## src/rtl/pptbl_pkg.sv

```systemverilog
`default_nettype none
// ----------------------------------------------------------------------------
// pptbl_pkg
// Types and constants shared by the per-player token bucket limiter.
// ----------------------------------------------------------------------------
package pptbl_pkg;

   localparam int OPCODE_W   = 1;
   localparam int IN_SLOT_W  = 6;
   localparam int PAYLOAD_W  = 16;
   localparam int CHAN_W     = 8;
   localparam int STAMP_W    = 32;
   localparam int LEVEL_W    = 26;
   localparam int RATE_W     = 16;
   localparam int STATUS_W   = 2;
   localparam int COST_W     = PAYLOAD_W + 1;
   localparam int PROD_W     = STAMP_W + RATE_W;
   localparam int SUM_W      = PROD_W + 1;
   localparam int CSR_IDX_W  = 2;
   localparam int CSR_DATA_W = LEVEL_W;

   // every value of the input slot field has an entry in the slot map
   localparam int INPUT_SLOTS = 1 << IN_SLOT_W;

   localparam logic [COST_W-1:0] TOKEN_UNIT = COST_W'(1024);

   localparam logic [OPCODE_W-1:0] OP_MESSAGE = 1'b0;
   localparam logic [OPCODE_W-1:0] OP_REMOVE  = 1'b1;

   localparam logic [STATUS_W-1:0] STATUS_OK          = 2'd0;
   localparam logic [STATUS_W-1:0] STATUS_BAD_CHANNEL = 2'd1;
   localparam logic [STATUS_W-1:0] STATUS_TOO_LARGE   = 2'd2;
   localparam logic [STATUS_W-1:0] STATUS_RATE_LIMIT  = 2'd3;

   localparam logic [CSR_IDX_W-1:0] REG_BURST_CAPACITY = 2'd0;
   localparam logic [CSR_IDX_W-1:0] REG_REFILL_RATE    = 2'd1;
   localparam logic [CSR_IDX_W-1:0] REG_MAX_PAYLOAD    = 2'd2;
   localparam logic [CSR_IDX_W-1:0] REG_MAX_CHANNEL    = 2'd3;

   localparam logic [LEVEL_W-1:0]   RST_BURST_CAPACITY = LEVEL_W'(32768);
   localparam logic [RATE_W-1:0]    RST_REFILL_RATE    = RATE_W'(10);
   localparam logic [PAYLOAD_W-1:0] RST_MAX_PAYLOAD    = PAYLOAD_W'(4096);
   localparam logic [CHAN_W-1:0]    RST_MAX_CHANNEL    = CHAN_W'(64);

   typedef struct packed {
      logic [OPCODE_W-1:0]  opcode;
      logic [PAYLOAD_W-1:0] payload_bytes;
      logic [CHAN_W-1:0]    channel_length;
      logic [STAMP_W-1:0]   now_ms;
   } req_type;

   typedef struct packed {
      logic                 valid;
      logic [LEVEL_W-1:0]   level;
      logic [STAMP_W-1:0]   stamp;
   } entry_type;

   typedef struct packed {
      logic                 en;
      entry_type            data;
   } wr_type;

   typedef struct packed {
      logic [LEVEL_W-1:0]   burst_capacity;
      logic [RATE_W-1:0]    refill_rate;
      logic [PAYLOAD_W-1:0] max_payload_bytes;
      logic [CHAN_W-1:0]    max_channel_bytes;
   } cfg_type;

   typedef struct packed {
      logic                 has_result;
      logic                 accepted;
      logic [STATUS_W-1:0]  status;
      logic [LEVEL_W-1:0]   tokens_left;
   } rsp_type;

endpackage
`default_nettype wire

```

## src/rtl/pptbl_table.sv

```systemverilog
`default_nettype none
// ----------------------------------------------------------------------------
// pptbl_table
// Bucket table: one entry per slot, registered read with write bypass and
// a clearing pass after reset.
// ----------------------------------------------------------------------------
module pptbl_table #(
   parameter int PLAYER_SLOTS = 64,
   parameter int SLOT_W       = 6
) (
   input  wire                        clock,
   input  wire                        reset,
   input  wire                        rd_en,
   input  wire  [SLOT_W-1:0]          rd_addr,
   input  pptbl_pkg::wr_type          wr,
   input  wire  [SLOT_W-1:0]          wr_addr,
   output pptbl_pkg::entry_type       rd_data,
   output logic                       busy
);

   pptbl_pkg::entry_type mem [PLAYER_SLOTS];
   pptbl_pkg::entry_type mem_q_ff;
   pptbl_pkg::entry_type byp_data_ff;
   logic                 byp_ff, byp_in;
   logic                 busy_ff, busy_in;
   logic [SLOT_W-1:0]    clr_ff, clr_in;
   logic                 mem_we;
   logic [SLOT_W-1:0]    mem_waddr;
   pptbl_pkg::entry_type mem_wdata;

   localparam logic [SLOT_W-1:0] LAST_SLOT = SLOT_W'(PLAYER_SLOTS - 1);

   always_comb begin
      clr_in  = clr_ff;
      busy_in = busy_ff;
      if (busy_ff) begin
         clr_in = clr_ff + SLOT_W'(1);
         if (clr_ff == LAST_SLOT) begin
            busy_in = 1'b0;
         end
      end
   end

   always_comb begin
      if (busy_ff) begin
         mem_we    = 1'b1;
         mem_waddr = clr_ff;
         mem_wdata = '0;
      end else begin
         mem_we    = wr.en;
         mem_waddr = wr_addr;
         mem_wdata = wr.data;
      end
   end

   // a read at the address being written takes the new entry
   assign byp_in = rd_en ? (wr.en && (wr_addr == rd_addr)) : byp_ff;

   always_ff @(posedge clock) begin
      if (reset) begin
         busy_ff <= 1'b1;
         clr_ff  <= '0;
         byp_ff  <= 1'b0;
      end else begin
         busy_ff <= busy_in;
         clr_ff  <= clr_in;
         byp_ff  <= byp_in;
      end
   end

   always_ff @(posedge clock) begin
      if (mem_we) begin
         mem[mem_waddr] <= mem_wdata;
      end
      if (rd_en) begin
         mem_q_ff    <= mem[rd_addr];
         byp_data_ff <= wr.data;
      end
   end

   assign rd_data = byp_ff ? byp_data_ff : mem_q_ff;
   assign busy    = busy_ff;

endmodule
`default_nettype wire

```

## config.mk

```make
export PLATFORM = sky130hd
export DESIGN_NAME = pptbl_table
export DESIGN_NICKNAME = d
export VERILOG_FILES = /design/src/rtl/pptbl_pkg.sv /design/src/rtl/pptbl_table.sv
export SDC_FILE = /design/constraint.sdc
export NUM_CORES = 2
export LEC_CHECK = 0
export BUFFER_PORTS_ARGS = -buffer_cell sky130_fd_sc_hd__buf_2
export CAP_MARGIN = 25
export CELL_PAD_IN_SITES_DETAIL_PLACEMENT = 1
export CELL_PAD_IN_SITES_GLOBAL_PLACEMENT = 1
export CORE_MARGIN = 5
export CORE_UTILIZATION = 45
export CTS_BUF_LIST = sky130_fd_sc_hd__clkbuf_4
export DETAILED_ROUTE_END_ITERATION = 16
export PLACE_DENSITY_LB_ADDON = 0.08
export RECOVER_POWER = 50
export SETUP_SLACK_MARGIN = 0.1
export SYNTH_ARGS = -nofsm -noshare
export SYNTH_HDL_FRONTEND = slang
export SYNTH_SLANG_ARGS = --single-unit
```

## constraint.sdc

```tcl
create_clock -name clock -period 13.69 [get_ports clock]
set_input_delay 0 -clock clock [delete_from_list [all_inputs] [get_ports clock]]
set_output_delay 0 -clock clock [all_outputs]
set_load 0.1 [all_outputs]
```

# [Yosys cells after proc, flatten, opt, wreduce, memory -nomap -nowiden]
# Memory sizes are Yosys's and may differ from the RTL's. A register that Yosys moved wholly into a read port is not among the register bits.
# Index checks and enable logic that the tools add are counted.
[classes] add_sub_neg=1 eq_ne=2 muxes=8 reduce_logical=1
[ops] cell="two-way mux 59 bit" count=2
[ops] cell="adder 6 x 1 -> 6 bit, second input constant" count=1
[ops] cell="== test 6 bit" count=1
[ops] cell="== test 6 bit, second input constant" count=1
[ops] cell="two-way mux 6 bit" count=1
[ops] cell="two-way mux 1 bit" count=5
[ops] cell="logical AND 1 bit" count=1
[word_totals] reg_bits=67 mem_bits_rw=3776 inputBits=75 memories=1
[memory_table] memory="mem" depth=64 word_bits=59 read_ports=1 rd_clocked_by_memory_dff=1 wr=1 line_no="pptbl_table.sv:21" text="pptbl_pkg::entry_type mem [PLAYER_SLOTS];"

# [Logic depth before layout (Yosys ltp)]
[logic_depth] word_depth=3 ltp_mapped=10 ltp_nobuf=5

# [Least setup slack after synthesis]
# Ideal clock, no wire load.
[synth_timing] kind="register to register" from="register busy_ff, in the netlist busy" to="memory mem[11][0] in the netlist's numbering (enable)" arrival_time_ns=4.576 t_required_ns=13.214 path_slack_ns=8.637 path_stages_with_launch=7 path_buffers=2 period_less_slack_ns=5.053 cell_sequence="dfxtp_1 clkbuf_1 buf_1 nand2_1 o21ai_0 nand2_1 nor2_1"
[synth_via] elab_chain_len=3 word_cells_on_any_way=4 classes_between="mux (4)"
[synth_lines] item="start, declared" line_no="pptbl_table.sv:25" text="logic busy_ff, busy_in;"
[synth_lines] item="start signal, assigned" line_no="pptbl_table.sv:65" text="busy_ff <= busy_in;"
[synth_lines] item="two-way mux 1 bit" line_no="pptbl_table.sv:45" text="if (busy_ff) begin"
[synth_lines] item="two-way mux 1 bit" line_no="pptbl_table.sv:72" text="if (mem_we) begin"
[synth_lines] item="two-way mux 1 bit (not written as such)" line_no="pptbl_table.sv:73" text="mem[mem_waddr] <= mem_wdata;"
[synth_lines] item="end, declared" line_no="pptbl_table.sv:21"
# Parallel ways exist; a longest one is shown, timed or not.

==> results.cfg <==
[run_status]
outcome = finished, violations left
violated_checks = capacitance limit, slew limit

[cells_and_area]
fin_util = 0.520
syn2layout_area_growth_pct = 15.2
layout_common_cells = sky130_fd_sc_hd__edfxtp_1 (3894), sky130_fd_sc_hd__clkbuf_4 (1577), sky130_fd_sc_hd__mux4_2 (935), sky130_fd_sc_hd__dlygate4sd3_1 (236), sky130_fd_sc_hd__buf_4 (207)
layout.cells.most_common = sky130_fd_sc_hd__edfxtp_1
final_net_count = 7780
non_filler_cells_final = 12700
final_layout_size_suffix_gt1_frac = 0.372

[route]
post_route_drc_violation_count = 0
post_drt_via_cell_ratio = 6.14
wire_per_inst_um = 36.5
total_number_of_vias = 78200
first_drt_pass_iteration_count = 5
drt_iter0_markers = 8862
drt.antenna.violating_nets = 0
drt_wl_total_um = 465000

[setup_path]
worst_path_max_delay_cell = sky130_fd_sc_hd__clkbuf_1
r2r_depth = 4
worstPathCellList = clkbuf_1, clkbuf_1, nor2b_1, clkbuf_1
path_common_cell = sky130_fd_sc_hd__clkbuf_1
critical_path_arrival_ps = 9150
critical_path.n_buffers_inverters = 3
crit_type = reg2reg
timing.critical_path.depth = 4
slowest_delay_ps = 2910
worst-path-max-fanout = 33
setup.worst_path.end_class = flip-flop
critical_path_required_ps = 14740
critical-path-top-delay-family = buffers and inverters
critical_path.startpoint_type = flip-flop

[synthesis]
syn_inst = 6296
synth.area.top_cells = sky130_fd_sc_hd__edfxtp_1 (79%), sky130_fd_sc_hd__mux4_2 (14%), sky130_fd_sc_hd__mux2i_1 (0.78%), sky130_fd_sc_hd__a221oi_1 (0.65%), sky130_fd_sc_hd__o22ai_1 (0.49%)
ys.warnings.count = 0
postSynthNetCount = 6372
post_synth.cell_area_avg_um2 = 23.5
postSynth.asyncResetShare = 0
synth_top_cell_by_area = sky130_fd_sc_hd__edfxtp_1
synth-seq-cells = 3902
synth_top_area_frac = 0.790
synth_edf_count = 3894
synth.cell_area_um2 = 148000
library_cells_used_by_synthesis = 50
yosysSeqAreaShare = 0.792
ys.flop_type = sky130_fd_sc_hd__edfxtp_1

[job]
max_cap_violations = 74

[timing]
fin_crit_sh = 0.592
maxSlewViolCount = 3981
achievable-frequency_mhz = 123
slew-limit-headroom = -2.51
final-setup-viol-count = 0
rsz0062_at_grt = no
hold_viol = 0
fin_tns_setup_ps = 0
min_period_ps = 8100
timing.clock.skew_ps = 143
worst-slew-pin-transition_ps = 5270

[die]
ioPinCount = 135
initial_core_util = 0.452
die_x_um = 583
placeableCoreArea_um2 = 327000
placement_rows = 210
die_h_um = 583
floorplan.die_area_um2 = 340000

[pwr]
worst_ir_drop_vdd_mv = 0.0891
leakage_nw = 55.8
power.density_nw_per_um2 = 144

[placed_design]
hpwl_after_dpl_um = 250000
dp_cells = 10700
port_buffers = 134
gp_routability_congestion = 0.768

[hold_path]
hold_path_class = in2reg
timing.hold.worst_path_depth = 6

[clock_network]
clock_insertion_delay_worst_skew_ps = 1650
cts_max_path_buffers = 5
clock_tree.root_cell = sky130_fd_sc_hd__clkbuf_4
clk_transition_reported_paths_ps = 70
htree_num_levels = 7
cts.sink_count = 3902
numCtsBuffers = 1110
clock_tree_from_tritoncts = built

[global_route]
groute.usage.overall = 0.275
grt_overflow_total = 0
via_count_of_the_first_global_routing_pass = 82900
pin_count_of_the_biggest_net_entering_global_routing = 98
grt_antenna_before_repair = 26
wire_length_of_the_first_global_routing_pass_um = 647000
cell families (layout without fill, tap and decap cells):
| family | Yosys count | after routing | share of synthesized area |
|---|---|---|---|
| DFF | 3902 | 3902 | 0.792 |
| muxes | 1111 | 1111 | 0.155 |
| AOI/OAI and AO/OA | 587 | 587 | 0.0298 |
| buffers and inverters | 365 | 2437 | 0.0132 |
| and+or+nand+nor | 319 | 319 | 0.00990 |
| xor gates and xnor gates | 11 | 11 | 0.000651 |
| adders and majority gates | 1 | 1 | 0.0000846 |
| other | 0 | 23 | 0 |
through the flow:
step           setup slack (ps)  instance area, um2  hold slack, ps  power (mW)
5_1_grt                    5100              170000             107        25.6
6_report                   5590              170000             231        24.5
4_1_cts                    8590              171000           0.428        24.8
3_5_place_dp               9050              156000             193        14.5
3_3_place_gp               9120              155000             194        14.5
2_1_floorplan              8640              148000            98.9        14.1
final cells by class:
cell class	instances	area, um2
Antenna cell	23	57.6
Clock buffer	1577	11800
Clock inverter	199	1040
Fill cell	29000	157000
Inverter	5	18.8
Multi-Input combinational cell	2029	29700
Sequential cell	3902	117000
Tap cell	4346	5440
Timing Repair Buffer	656	5120
state kept, by name (all words and copies together), names as in the netlist:
name,flops
busy,1
byp_data_ff,59
byp_ff,1
clr_ff,6
mem,3776
mem_q_ff,59
worst register-to-register path, cell delays in order, from the launching register on:
cell                       delay, ps
sky130_fd_sc_hd__dfxtp_1         630
sky130_fd_sc_hd__clkbuf_1       2910
sky130_fd_sc_hd__clkbuf_1       1740
sky130_fd_sc_hd__nor2b_1        1300
sky130_fd_sc_hd__clkbuf_1        890
repair_timing:
| action | in CTS | in global routing |
|---|---|---|
| endpoints found under the setup margin | 0 | 0 |
| buffers inserted | 0 | 0 |
| hold endpoints to repair | 6021 | 0 |
| hold buffers | 239 | 0 |
| gates resized for setup | 0 | 0 |
synthesized netlist by cell type (2+ instances only):
master,count
sky130_fd_sc_hd__edfxtp_1,3894
sky130_fd_sc_hd__mux4_2,935
sky130_fd_sc_hd__nor2_1,163
sky130_fd_sc_hd__clkbuf_1,153
sky130_fd_sc_hd__mux2i_1,116
sky130_fd_sc_hd__o22ai_1,115
sky130_fd_sc_hd__a221oi_1,110
sky130_fd_sc_hd__a21oi_1,101
sky130_fd_sc_hd__a22o_1,82
sky130_fd_sc_hd__a22oi_1,82
sky130_fd_sc_hd__buf_2,82
sky130_fd_sc_hd__nor2b_1,70
sky130_fd_sc_hd__buf_4,60
sky130_fd_sc_hd__mux2_2,60
sky130_fd_sc_hd__nand2_1,51
sky130_fd_sc_hd__o221ai_1,50
sky130_fd_sc_hd__buf_6,34
sky130_fd_sc_hd__buf_1,30
sky130_fd_sc_hd__a31o_1,9
sky130_fd_sc_hd__o21ai_1,9
sky130_fd_sc_hd__a211oi_2,8
sky130_fd_sc_hd__dfxtp_1,8
sky130_fd_sc_hd__a221oi_2,7
sky130_fd_sc_hd__nand2b_1,7
sky130_fd_sc_hd__xor2_1,6
sky130_fd_sc_hd__inv_1,5
sky130_fd_sc_hd__xnor2_1,5
sky130_fd_sc_hd__and2_1,4
sky130_fd_sc_hd__nand3_1,4
sky130_fd_sc_hd__nand4_1,4
sky130_fd_sc_hd__nand3b_1,3
sky130_fd_sc_hd__or2_2,3
sky130_fd_sc_hd__or3b_2,3
sky130_fd_sc_hd__a32o_1,2
sky130_fd_sc_hd__a32oi_1,2
sky130_fd_sc_hd__and3_1,2
sky130_fd_sc_hd__o22a_1,2
sky130_fd_sc_hd__o32ai_1,2
sky130_fd_sc_hd__or3_1,2
routing by layer:
layer | share of wire | global-route usage | vias up
met3 | 0.074 | 0.0538 | 753
li1 | - | - | 30600
met2 | 0.49 | 0.444 | 3805
met5 | 0 | 0 | -
met4 | 0.025 | 0.0941 | 0
met1 | 0.41 | 0.380 | 43000
worst paths after layout:
path                    from  slack [ps]           end
hold / removal    rd_addr[0]         230  mem_q_ff[55]
hold reg to reg    clr_ff[5]         580          busy
setup reg to reg        busy        5590   mem[58][46]
setup / recovery        busy        5590   mem[58][46]
power by group:
part	internal, mW	total [mW]	switching, mW
registers	13.1	13.1	0.0477
clock network	5.43	10.2	4.77
logic	0.461	1.23	0.772
No activity file was read; power rests on OpenSTA's default activity.
